[src/sv/rrc_pkg.sv]
`timescale 1ns / 1ps
// Shared types and constants for the rectangle raster canvas.
// No dependencies; every other file of the block but rrc_ram imports this package.
package rrc_pkg;

   // canvas geometry
   localparam int MAX_DIM_DEF  = 256;
   localparam int FRAC_W       = 8;
   localparam int FIELD_W      = 19;
   localparam int COORD_W      = 24;   // holds any bound and any pixel position
   localparam int CFG_DIM_W    = 9;
   localparam int CHAR_W       = 8;
   localparam int RD_IDX_W     = 8;

   // register file
   localparam int CSR_ADDR_W   = 4;
   localparam int CSR_DATA_W   = 32;
   localparam logic [CFG_DIM_W-1:0] DIM_RESET = CFG_DIM_W'(256);
   localparam logic [CHAR_W-1:0]    BG_RESET  = CHAR_W'(32);

   localparam logic signed [COORD_W-1:0] FIX_ONE = COORD_W'(256);

   typedef enum logic [1:0] {
      REG_CANVAS_WIDTH    = 2'd0,
      REG_CANVAS_HEIGHT   = 2'd1,
      REG_BACKGROUND_CHAR = 2'd2
   } reg_idx_type;

   typedef enum logic [1:0] {
      CMD_CLEAR = 2'd0,
      CMD_DRAW  = 2'd1,
      CMD_READ  = 2'd2,
      CMD_NONE  = 2'd3
   } cmd_type;

   typedef enum logic [1:0] {
      STAT_OK         = 2'd0,
      STAT_BAD_SIZE   = 2'd1,
      STAT_OFF_CANVAS = 2'd2
   } status_type;

   typedef enum logic [2:0] {
      ST_IDLE,
      ST_DECODE,
      ST_ROW,
      ST_CELL,
      ST_RD_WAIT,
      ST_DONE
   } state_type;

   typedef struct packed {
      logic [CFG_DIM_W-1:0] width;
      logic [CFG_DIM_W-1:0] height;
      logic [CHAR_W-1:0]    bg;
   } cfg_type;

   // one axis of the rectangle, in fixed point
   typedef struct packed {
      logic signed [COORD_W-1:0] lo;
      logic signed [COORD_W-1:0] hi;
      logic signed [COORD_W-1:0] lo_edge;
      logic signed [COORD_W-1:0] hi_edge;
   } span_bounds_type;

   typedef struct packed {
      logic in_span;
      logic near;
   } span_flags_type;

endpackage

[src/sv/rrc_span_unit.sv]
`timescale 1ns / 1ps
// Shared span compare: tests one pixel index against one axis of the rectangle.
// Depends on rrc_pkg.
module rrc_span_unit #(
   parameter int MAX_DIM = rrc_pkg::MAX_DIM_DEF
) (
   input  logic [((MAX_DIM > 1) ? $clog2(MAX_DIM) : 1)-1:0] idx,
   input  rrc_pkg::span_bounds_type                         bounds,
   output rrc_pkg::span_flags_type                          flags
);
   import rrc_pkg::*;

   localparam int DIM_W = (MAX_DIM > 1) ? $clog2(MAX_DIM) : 1;

   logic signed [COORD_W-1:0] pos;

   // pixel position in fixed point: idx * 256, always non-negative
   assign pos = $signed(COORD_W'({idx, {FRAC_W{1'b0}}}));

   always_comb begin
      flags.in_span = (pos >= bounds.lo) && (pos <= bounds.hi);
      flags.near    = (pos < bounds.lo_edge) || (pos > bounds.hi_edge);
   end
endmodule

[config.mk]
export PLATFORM = sky130hd
export DESIGN_NAME = rrc_span_unit
export DESIGN_NICKNAME = d
export VERILOG_FILES = /design/src/sv/rrc_pkg.sv /design/src/sv/rrc_span_unit.sv
export SDC_FILE = /design/constraint.sdc
export NUM_CORES = 1
export LEC_CHECK = 0
export BUFFER_PORTS_ARGS = -buffer_cell sky130_fd_sc_hd__buf_4
export CAP_MARGIN = 15
export CORE_ASPECT_RATIO = 0.75
export CORE_MARGIN = 8
export CORE_UTILIZATION = 34
export DETAILED_ROUTE_END_ITERATION = 8
export GPL_TIMING_DRIVEN = 0
export PLACE_DENSITY = 0.8
export SYNTH_ARGS = -nofsm -noshare
export SYNTH_HDL_FRONTEND = slang
export SYNTH_SLANG_ARGS = --single-unit
export TNS_END_PERCENT = 1
[constraint.sdc]
create_clock -name vclk -period 1.6
set_input_delay 0 -clock vclk [all_inputs]
set_output_delay 0 -clock vclk [all_outputs]
set_load 0.05 [all_outputs]
---- Yosys cells after proc, flatten, opt, wreduce, memory -nomap -nowiden ----
Cells that the tools add are included.
cells by class
  $add $sub $neg .......................... 0
  multipliers ............................. 0
  div/mod/pow operators ................... 0
  $lt $le $gt $ge ......................... 4
  equality and inequality tests ........... 0
  shifts and indexed selects .............. 0
  mux-type cells .......................... 0
  bitwise operators ....................... 0
  reduce and logical (&&, ||, !) cells .... 2
operator list
  kind                                                            count
  17-bit by 24-bit greater-or-equal comparator with 1-bit output  1
  17-bit by 24-bit > comparator with 1-bit output                 1
  17-bit by 24-bit <= comparator with 1-bit output                1
  17-bit by 24-bit < comparator with 1-bit output                 1
  1-bit logical AND                                               1
  1-bit logical OR                                                1
word-level totals
  register bits ........................... 0
  latch bits .............................. 0
  bits in writable memories ............... 0
  ROM bits ................................ 0
  input port bits ......................... 104
  output and inout port bits .............. 2
  logic and storage cells ................. 6
  memories kept ........................... 0

---- Longest topological paths before layout ----
  word-level depth ........................ 2
  mapped depth ............................ 6
  mapped depth without buffers ............ 6

---- Worst setup path after synthesis ----
OpenSTA, ideal clock, no wires.
  path type ............................... input-to-output
  from .................................... input port bounds[33] in the netlist's numbering
  to ...................................... output port flags[0] in the netlist's numbering
  data arrival time ....................... 1,965 ps
  required time ........................... 1,600 ps
  path slack .............................. -365 ps
  cell stages on the path ................. 6
  buffers on the path ..................... 0
  cell sequence ........................... inv_1 > ha_1 > a211o_1 > o211ai_1 > a211oi_1 > o32ai_1
RTL lines
  item         line                text
  from (decl)  rrc_span_unit.sv:8  input rrc_pkg::span_bounds_type bounds,
  to (decl)    rrc_span_unit.sv:9  output rrc_pkg::span_flags_type flags

==> results.toml <==
[die]
die_y_um = 62.4
initial_core_util_pct = 36.6
num_rows = 16
die_w_um = 77.8
core_mm2 = 0.00266
io_pins = 106
die_area_mm2 = 0.00485

[pwr]
switchingPower_w = 0.000165
switching_share_pct = 38.7
ir_drop_mv = 0.124
p_leak_nw = 1.07
combinationalPowerShare_pct = 100.0
powerDensity_mw_per_mm2 = 225
p_int_w = 0.000261
pwr-share-seq_pct = 0
p_clk_share_pct = 0

[routing]
drc_errors = 0
drt_wl_total_um = 3830
drtPass1Iterations = 4
drt_iter0_markers = 22
vias = 1342
postRouteAntennaNets = 0
routed_via_density = 4.88
wl_per_cell_um = 13.9

[placed_design]
place_inst = 274
gp_congestion = 0.751
dp_slack_ns = -0.140
dp_hpwl_um = 3550
numPortBuffers = 106

[synthesis]
synth_cell_types = 28
synth_cells = 132
yosys_warnings = 0
postSynthAreaPerCell_um2 = 7.38
synthesis.area_um2 = 975
synth_top_cell_by_area = "ha_1"
syn_nets = 268
synthTopCellsByArea = "ha_1, inv_1, a21oi_1"
synth_top_area_share_pct = 41.1
ys_seq_area_share_pct = 0

[timing]
finalCriticalPeriod_ns = 1.64
drv_slew = 0
relSlewSlack_pct = 76.2
finalSetupViolations = 1
period_share_pct = 103
rsz0062_at_grt = "true"
tightest_slew_ns = 0.353
fin_ws_ns = -0.0401
tns_ns = -0.0401
fmax_mhz = 610
hold_viol = 0

[setup_path]
critical_path.max_fanout = 2
cp-start-kind = "primary input"
cp_data_arrival_time_ns = 1.64
crit_type = "primary input to output pin"
cp-end-kind = "output pin"
cp_data_required_time_ns = 1.60

[layout]
drive_gt1_share_pct = 49.4
register_area_um2 = 0
nClkBuffers = 0
diodes = 0
multiInputGateArea_um2 = 907
fillers = 246
fin_cells = 275
flops_and_latches = 0
syn_to_final_growth_pct = 94.2
nNetsFinal = 377
fin_util_pct = 71.1

[global_routing]
grt_max_degree = 5
track_usage_pct = 15.2
grt_pass1_wl_um = 6450
gr-total-overflow = 0
use_met2_pct = 29.7
global_route.usage.met1_pct = 16.3
busiest_layer = "met2"
grtUsageMet3_pct = 4.60
grt_pass1_vias = 1513
antenna_found_initial = 0

[worst_hold_path]
hold_path_class = "primary input to output pin"
hold_depth = 3

[run_status]
status = "finished with violations"
violations = "negative setup slack"

[clock_network]
holdBufCountCts = 0

[job]
cap_violations = 0
cells in the final DEF (no fill, tap or decap):
master     count
a21oi_1       11
o21ai_0        5
a2111oi_2      1
o21bai_1       1
ha_1          31
nor3_1         3
buf_8          1
nor4b_2        1
a211o_1        1
nor4b_4        1
or4b_4         1
nor2_1         2
inv_4          1
o211ai_1       1
a211oi_2       2
nand4_1        2
a31oi_1        2
inv_1         31
buf_4        104
nor4b_1        1
buf_6          2
and4b_1        2
a211oi_1       2
a21boi_0       1
or4_1          1
ha_4           1
o21ai_1        1
nor4_4         1
and4_1         4
nor4_1         8
a31oi_2        1
nand2_1        7
a21o_1         2
nand3_1        2
o32ai_2        1
final cells by class:
cell class / count / area share [%]
multi-input combinational: 100 / 47.9
timing repair buffer: 107 / 43.2
inverter: 32 / 6.48
tap: 36 / 2.38
layer usage:
layer  vias up  wire length (µm)
li1        707                 -
met1       588              1500
met2        47              2000
met3         0               332
met4         0                 0
met5         -                 0
power groups by stage:
stage	Combinational [W]	Clock (W)	Sequential, W
2_1_floorplan	0.000158	0	0
3_3_place_gp	0.000396	0	0
3_5_place_dp	0.000408	0	0
4_1_cts	0.000422	0	0
5_1_grt	0.000480	0	0
6_report	0.000425	0	0
stage by stage:
stage	total power (W)	hold slack, ns	area, µm²
final	0.000425	0.347	1890
after global routing	0.000480	0.360	1890
after CTS	0.000422	0.349	1870
after detailed placement	0.000408	0.349	1820
after global placement	0.000396	0.342	1820
after floorplan	0.000158	0.207	982
kinds of logic after synthesis:
logic type | synth area share, %
AO/OA/AOI/OAI | 20.8
adder cells (fa/ha/maj) | 41.1
buffers and inverters | 12.3
AND/OR/NAND/NOR | 25.8
worst max-delay path, stage by stage:
cell	delay, ns
buf_8	0.10
ha_4	0.24
or4b_4	0.46
nor4b_4	0.30
a31oi_1	0.14
a211oi_2	0.21
buf_6	0.19
synthesized netlist by cell type, types with 2 or more instances:
cell type	instances
o21ai_0	5
nor4_1	8
a21o_1	2
nor3_1	3
nand4_1	2
a211oi_1	3
inv_1	32
and4_1	4
a21oi_1	11
a31oi_1	3
nand3_1	2
nor2_1	2
nand2_1	7
nor4b_1	2
ha_1	32
and4b_1	2
repair_timing:
action,4_1_cts,5_1_grt
buffers inserted,1,0
setup endpoints to repair,2,2
pin swaps,4,3
resized for setup,9,4
worst paths after layout:
path | startpoint | to | slack, ns
setup / recovery | idx[0] | flags[1] | -0.04
hold / removal | bounds[47] | flags[0] | 0.35
(Power assumes the default switching activity.)
