<file path="config.mk">
export PLATFORM = sky130hd
export DESIGN_NAME = rrc_csr
export DESIGN_NICKNAME = d
export VERILOG_FILES = /design/src/sv/rrc_pkg.sv /design/src/sv/rrc_csr.sv
export SDC_FILE = /design/constraint.sdc
export NUM_CORES = 1
export LEC_CHECK = 0
export CAP_MARGIN = 5
export CORE_MARGIN = 1
export CORE_UTILIZATION = 60
export DETAILED_ROUTE_END_ITERATION = 7
export DONT_BUFFER_PORTS = 1
export PLACE_DENSITY = 0.76
export RECOVER_POWER = 100
export SLEW_MARGIN = 20
export SYNTH_ARGS = -nofsm -noshare
export SYNTH_HDL_FRONTEND = slang
export SYNTH_SLANG_ARGS = --single-unit
</file>
<file path="constraint.sdc">
create_clock -name clock -period 0.95 [get_ports clock]
set_input_delay 0 -clock clock [delete_from_list [all_inputs] [get_ports clock]]
set_output_delay 0 -clock clock [all_outputs]
set_load 0.005 [all_outputs]
</file>
<file path="src/sv/rrc_pkg.sv">
`timescale 1ns / 1ps
// Shared types and constants for the rectangle raster canvas.
// No dependencies; every other file of the block but rrc_ram imports this package.
package rrc_pkg;

   // canvas geometry
   localparam int MAX_DIM_DEF  = 256;
   localparam int FRAC_W       = 8;
   localparam int FIELD_W      = 19;
   localparam int COORD_W      = 24;   // holds any bound and any pixel position
   localparam int CFG_DIM_W    = 9;
   localparam int CHAR_W       = 8;
   localparam int RD_IDX_W     = 8;

   // register file
   localparam int CSR_ADDR_W   = 4;
   localparam int CSR_DATA_W   = 32;
   localparam logic [CFG_DIM_W-1:0] DIM_RESET = CFG_DIM_W'(256);
   localparam logic [CHAR_W-1:0]    BG_RESET  = CHAR_W'(32);

   localparam logic signed [COORD_W-1:0] FIX_ONE = COORD_W'(256);

   typedef enum logic [1:0] {
      REG_CANVAS_WIDTH    = 2'd0,
      REG_CANVAS_HEIGHT   = 2'd1,
      REG_BACKGROUND_CHAR = 2'd2
   } reg_idx_type;

   typedef enum logic [1:0] {
      CMD_CLEAR = 2'd0,
      CMD_DRAW  = 2'd1,
      CMD_READ  = 2'd2,
      CMD_NONE  = 2'd3
   } cmd_type;

   typedef enum logic [1:0] {
      STAT_OK         = 2'd0,
      STAT_BAD_SIZE   = 2'd1,
      STAT_OFF_CANVAS = 2'd2
   } status_type;

   typedef enum logic [2:0] {
      ST_IDLE,
      ST_DECODE,
      ST_ROW,
      ST_CELL,
      ST_RD_WAIT,
      ST_DONE
   } state_type;

   typedef struct packed {
      logic [CFG_DIM_W-1:0] width;
      logic [CFG_DIM_W-1:0] height;
      logic [CHAR_W-1:0]    bg;
   } cfg_type;

   // one axis of the rectangle, in fixed point
   typedef struct packed {
      logic signed [COORD_W-1:0] lo;
      logic signed [COORD_W-1:0] hi;
      logic signed [COORD_W-1:0] lo_edge;
      logic signed [COORD_W-1:0] hi_edge;
   } span_bounds_type;

   typedef struct packed {
      logic in_span;
      logic near;
   } span_flags_type;

endpackage

</file>
<file path="src/sv/rrc_csr.sv">
`timescale 1ns / 1ps
// APB-style register file: canvas width, canvas height, background character.
// Depends on rrc_pkg.
module rrc_csr (
   input  logic                            clock,
   input  logic                            reset,
   input  logic                            psel,
   input  logic                            penable,
   input  logic                            pwrite,
   input  logic [rrc_pkg::CSR_ADDR_W-1:0]  paddr,
   input  logic [rrc_pkg::CSR_DATA_W-1:0]  pwdata,
   output logic [rrc_pkg::CSR_DATA_W-1:0]  prdata,
   output logic                            pready,
   output rrc_pkg::cfg_type                cfg
);
   import rrc_pkg::*;

   logic [CFG_DIM_W-1:0] width_ff, height_ff;
   logic [CHAR_W-1:0]    bg_ff;
   logic                 wr_en;
   reg_idx_type          reg_idx;

   assign pready  = 1'b1;
   assign wr_en   = psel && penable && pwrite && pready;
   assign reg_idx = reg_idx_type'(paddr[CSR_ADDR_W-1:2]);

   always_ff @(posedge clock) begin
      if (reset) begin
         width_ff  <= DIM_RESET;
         height_ff <= DIM_RESET;
         bg_ff     <= BG_RESET;
      end else if (wr_en) begin
         unique case (reg_idx)
            REG_CANVAS_WIDTH:    width_ff  <= pwdata[CFG_DIM_W-1:0];
            REG_CANVAS_HEIGHT:   height_ff <= pwdata[CFG_DIM_W-1:0];
            REG_BACKGROUND_CHAR: bg_ff     <= pwdata[CHAR_W-1:0];
            default: ;
         endcase
      end
   end

   always_comb begin
      unique case (reg_idx)
         REG_CANVAS_WIDTH:    prdata = CSR_DATA_W'(width_ff);
         REG_CANVAS_HEIGHT:   prdata = CSR_DATA_W'(height_ff);
         REG_BACKGROUND_CHAR: prdata = CSR_DATA_W'(bg_ff);
         default:             prdata = '0;
      endcase
   end

   assign cfg.width  = width_ff;
   assign cfg.height = height_ff;
   assign cfg.bg     = bg_ff;
endmodule
</file>
# == Yosys cells after proc, flatten, opt, wreduce, memory -nomap -nowiden ==
# Index checks and enable logic that the tools add are counted.
# op_classes
n_eq_ne,2
muxes,1
reduce_logical,6
# ops
op,count
$pmux W9 S3,1
$reduce_and A2 Y1,3
$eq A2 B1 Y1 const B,1
$eq A2 B2 Y1 const B,1
$logic_and A1 B1 Y1,2
$logic_not A2 Y1,1
# word_totals
reg_bits,26
in_bits,41
output_inout_bits,59
word_cells,12

# == Longest topological paths before layout ==
# logic_depth
word_depth,3
ltp_mapped,4
ltp_nobuf,3

# == Worst setup path before layout ==
# No wires, ideal clock.
# synth_timing
kind,flip-flop to flip-flop
from,register width_ff[1] (netlist name)
to,register width_ff[1]
setup_time_ns,0.072
arrival_time_ns,0.723
slack_ns,0.156
stages_incl_launch_ff,3
n_path_buf,0
period_less_slack_ns,0.794
path_cell_list,dfxtp_1 -> or2b_2 -> mux2i_1
# synth_lines
element,line_no,source
"end signal, assigned",rrc_csr.sv:34,REG_CANVAS_WIDTH: width_ff <= pwdata[CFG_DIM_W-1:0];
"end, declared",rrc_csr.sv:18,"logic [CFG_DIM_W-1:0] width_ff, height_ff;"

# == Worst setup path after layout ==
# layout_timing
from,register width_ff[6]
to,output port prdata[6] (netlist name)
# layout_between
elab_chain_len,1
# layout_lines
element,line_no,source
$pmux W9 S3,rrc_csr.sv:43,unique case (reg_idx)
"end, declared",rrc_csr.sv:12,"output logic [rrc_pkg::CSR_DATA_W-1:0] prdata,"
# No other way between the ends.

==> impl_metrics.py <==
metrics = {
    "worst_setup_path": {
        "setup.worst_path.start_class": "flip-flop",
        "worst_ep_arrival_time_ns": 1.01,
        "crit_path_end_kind": "output pin",
        "crit-reg2reg-launch": "width_ff[5]$_SDFFE_PP0P_",
        "r2r_setup_slack_ns": 0.06,
        "critical-path-max-stage-delay_ns": 0.35,
        "slowest_stage": "dfxtp_2",
        "rr_endpoint": "width_ff[5]$_SDFFE_PP0P_",
        "cp_cell_sequence": "buf_6 > mux2i_1 > o21ai_1",
        "cp_data_required_time_ns": 0.95,
        "cp_max_fo": 2,
        "path_class": "flip-flop to output pin",
        "rr_worst_depth": 2,
    },
    "yosys": {
        "ys_types": 19,
        "synth_area_mm2": 0.00149,
        "yosysWarnings": 0,
        "synth_cells": 155,
        "ys_seq_area_frac": 0.350,
        "syn_area_per_cell_um2": 9.59,
        "ys_ff_latch": 26,
    },
    "routing": {
        "ant_nets": 0,
        "drtPass1Iterations": 4,
        "wirelength_um": 2700,
        "wl_per_cell_um": 14.8,
        "via_count": 978,
        "vias_per_cell": 5.34,
        "drc_errors": 0,
        "initialDrtViolationCount": 8,
    },
    "floorplanning": {
        "dieHeight_um": 51.8,
        "io_pins": 100,
        "core_area_mm2": 0.00228,
        "initial_utilization": 0.653,
        "rows": 17,
        "die_area_mm2": 0.00268,
        "fp.dieW_um": 51.8,
    },
    "sta": {
        "min_period_ns": 1.01,
        "hold_viol": 26,
        "fmax_mhz": 985,
        "grt_setup_unrepaired": "true",
        "drv_slew": 0,
        "finalWorstSetupSlack_ns": -0.0648,
        "fin_worst_skew_ns": 0,
        "fin_setup_tns_ns": -0.150,
        "post-route-period-util": 1.07,
        "hold-worst-slack_ns": -0.160,
        "setup_violations": 8,
    },
    "place": {
        "portBuffers": 0,
        "gp_congestion": 0.659,
        "hpwl_um": 1870,
        "placed_area_mm2": 0.00142,
    },
    "layout": {
        "diodes": 0,
        "drive_above_1_share": 0.168,
        "layout_common_cells": "mux2i_1, conb_1, dfxtp_1",
        "layout_commonest_cell": "mux2i_1",
        "nFillCells": 194,
        "design_area_mm2": 0.00149,
        "syn2layout_area_growth_pct": 0.0844,
        "nets": 197,
    },
    "power": {
        "power_density_mw_per_mm2": 1350,
        "pwr-share-seq": 0.558,
        "peakVddDrop_mv": 1.12,
        "p_clk_frac": 0.373,
        "switching_power_uw": 406,
        "power_leakage_nw": 0.670,
        "p_int_mw": 1.60,
        "p_comb_frac": 0.069,
        "power.share.switching": 0.202,
    },
    "cts": {
        "cts_root_buf": "clkbuf_4",
        "h-tree-depth": 1,
        "clkLatencyLatePin_ns": 0.31,
        "cts_buffers": 3,
        "clk_pin_slew_ns": 0.14,
        "cts.sink_count": 26,
        "postCtsSetupRepairBufs": 0,
        "clk_path_buf_depth": 2,
        "cts_tree": "yes",
        "hold_buffers": 1,
    },
    "global_route": {
        "grt_pass1_vias": 911,
        "grt_start_max_net_pins": 37,
        "grt.overflow.total": 0,
        "antenna_found_initial": 0,
        "grt_util_all_layers": 0.221,
        "grt_pass1_wl_um": 4200,
    },
    "worst_hold_path": {
        "worstHoldStart": "reset",
        "hold_end": "width_ff[8]$_SDFFE_PP1P_",
        "hold_path_depth": 2,
        "hold_path.class": "primary input to flip-flop",
    },
    "outcome": {
        "violations": "negative hold slack, negative setup slack",
        "outcome": "finished with violations",
    },
    "job": {
        "cap_violations": 0,
    },
}
[state kept, by name, indices dropped and copies added, names as in the netlist]
signal and count:
bg_ff 8, height_ff 9, width_ff 9
[power by group through the flow]
stage | combinational, mW | clock, mW | sequential (mW)
after floorplan | 0.215 | 0 | 1.14
after detailed placement | 0.132 | 0 | 1.14
after global routing | 0.157 | 0.791 | 1.12
final | 0.138 | 0.748 | 1.12
after CTS | 0.137 | 0.760 | 1.12
after global placement | 0.129 | 0 | 1.14
[logic make-up (layout without fill, tap and decap cells)]
group	count (synthesis)	after routing	share of synthesized area
compound gates	8	8	0.0269
buf+inv	33	11	0.158
flops	26	26	0.350
mux	35	35	0.236
other cells	2	24	0.00505
simple gates	51	51	0.224
[cell usage after synthesis (all sizes together)]
cell type  number  area [µm²]
nor3b           1        7.51
buf            29         220
nor2            6        22.5
nor2b           1        6.26
nand3           1        10.0
nor3            1        5.00
o21ai           8        40.0
dfxtp          26         521
nand2b         18         113
or3             1        6.26
conb            2        7.51
mux2i          35         350
nand4           1        21.3
or2b           13         111
nand2           8        30.0
clkbuf          4        15.0
[stage by stage]
stage | total power [mW] | hold WS, ns | utilization | instances | worst slack [ns]
2_1_floorplan | 1.35 | 0.161 | - | 177 | 0.156
3_3_place_gp | 1.27 | 0.0371 | 0.623 | 178 | 0.0500
3_5_place_dp | 1.27 | 0.0397 | 0.623 | 178 | 0.0240
4_1_cts | 2.02 | -0.164 | 0.661 | 183 | -0.0780
5_1_grt | 2.07 | -0.171 | 0.654 | 183 | -0.115
6_report | 2.00 | -0.160 | 0.654 | 183 | -0.0648
[worst max path at each step]
stage                                     to  slack (ns)                     start  cells past startpoint
finish                             prdata[6]       -0.06  width_ff[6]$_SDFFE_PP0P_                      3
global route                       prdata[6]       -0.11  width_ff[6]$_SDFFE_PP0P_                      3
CTS                                prdata[6]       -0.08  width_ff[6]$_SDFFE_PP0P_                      3
detailed placement  width_ff[5]$_SDFFE_PP0P_        0.02                    pwrite                      3
global placement    width_ff[6]$_SDFFE_PP0P_        0.05                    pwrite                      3
floorplan           width_ff[1]$_SDFFE_PP0P_        0.16  width_ff[1]$_SDFFE_PP0P_                      2
[critical path, delay by kind of cell, from the launching register on]
kind	cells	cell delay (ns)
compound gates	1	0.11
buf+inv	1	0.11
mux	1	0.14
flops	1	0.35
[what timing repair did]
item | 4_1_cts | 5_1_grt
endpoints found under the setup margin | 8 | 9
pin swaps | 1 | 0
endpoints found under the hold margin | 26 | 26
gates cloned | 0 | 0
gates resized for setup | 24 | 2
[layout make-up]
class	count	area, µm²	share of cell area
multi-input cells	118	818	0.550
flip-flops and latches	26	523	0.352
repair buffers	7	58.8	0.0395
well taps	28	35.0	0.0235
clock inverters	1	30.0	0.0202
clock buffers	3	22.5	0.0151
[layer usage]
layer,vias to the layer above,track usage,part of all wire
li1,461,-,-
met1,459,0.267,0.42
met2,56,0.390,0.50
met3,2,0.0468,0.077
met4,0,0.0676,0.0063
met5,-,0,0
No activity file was read; power rests on OpenSTA's default activity.
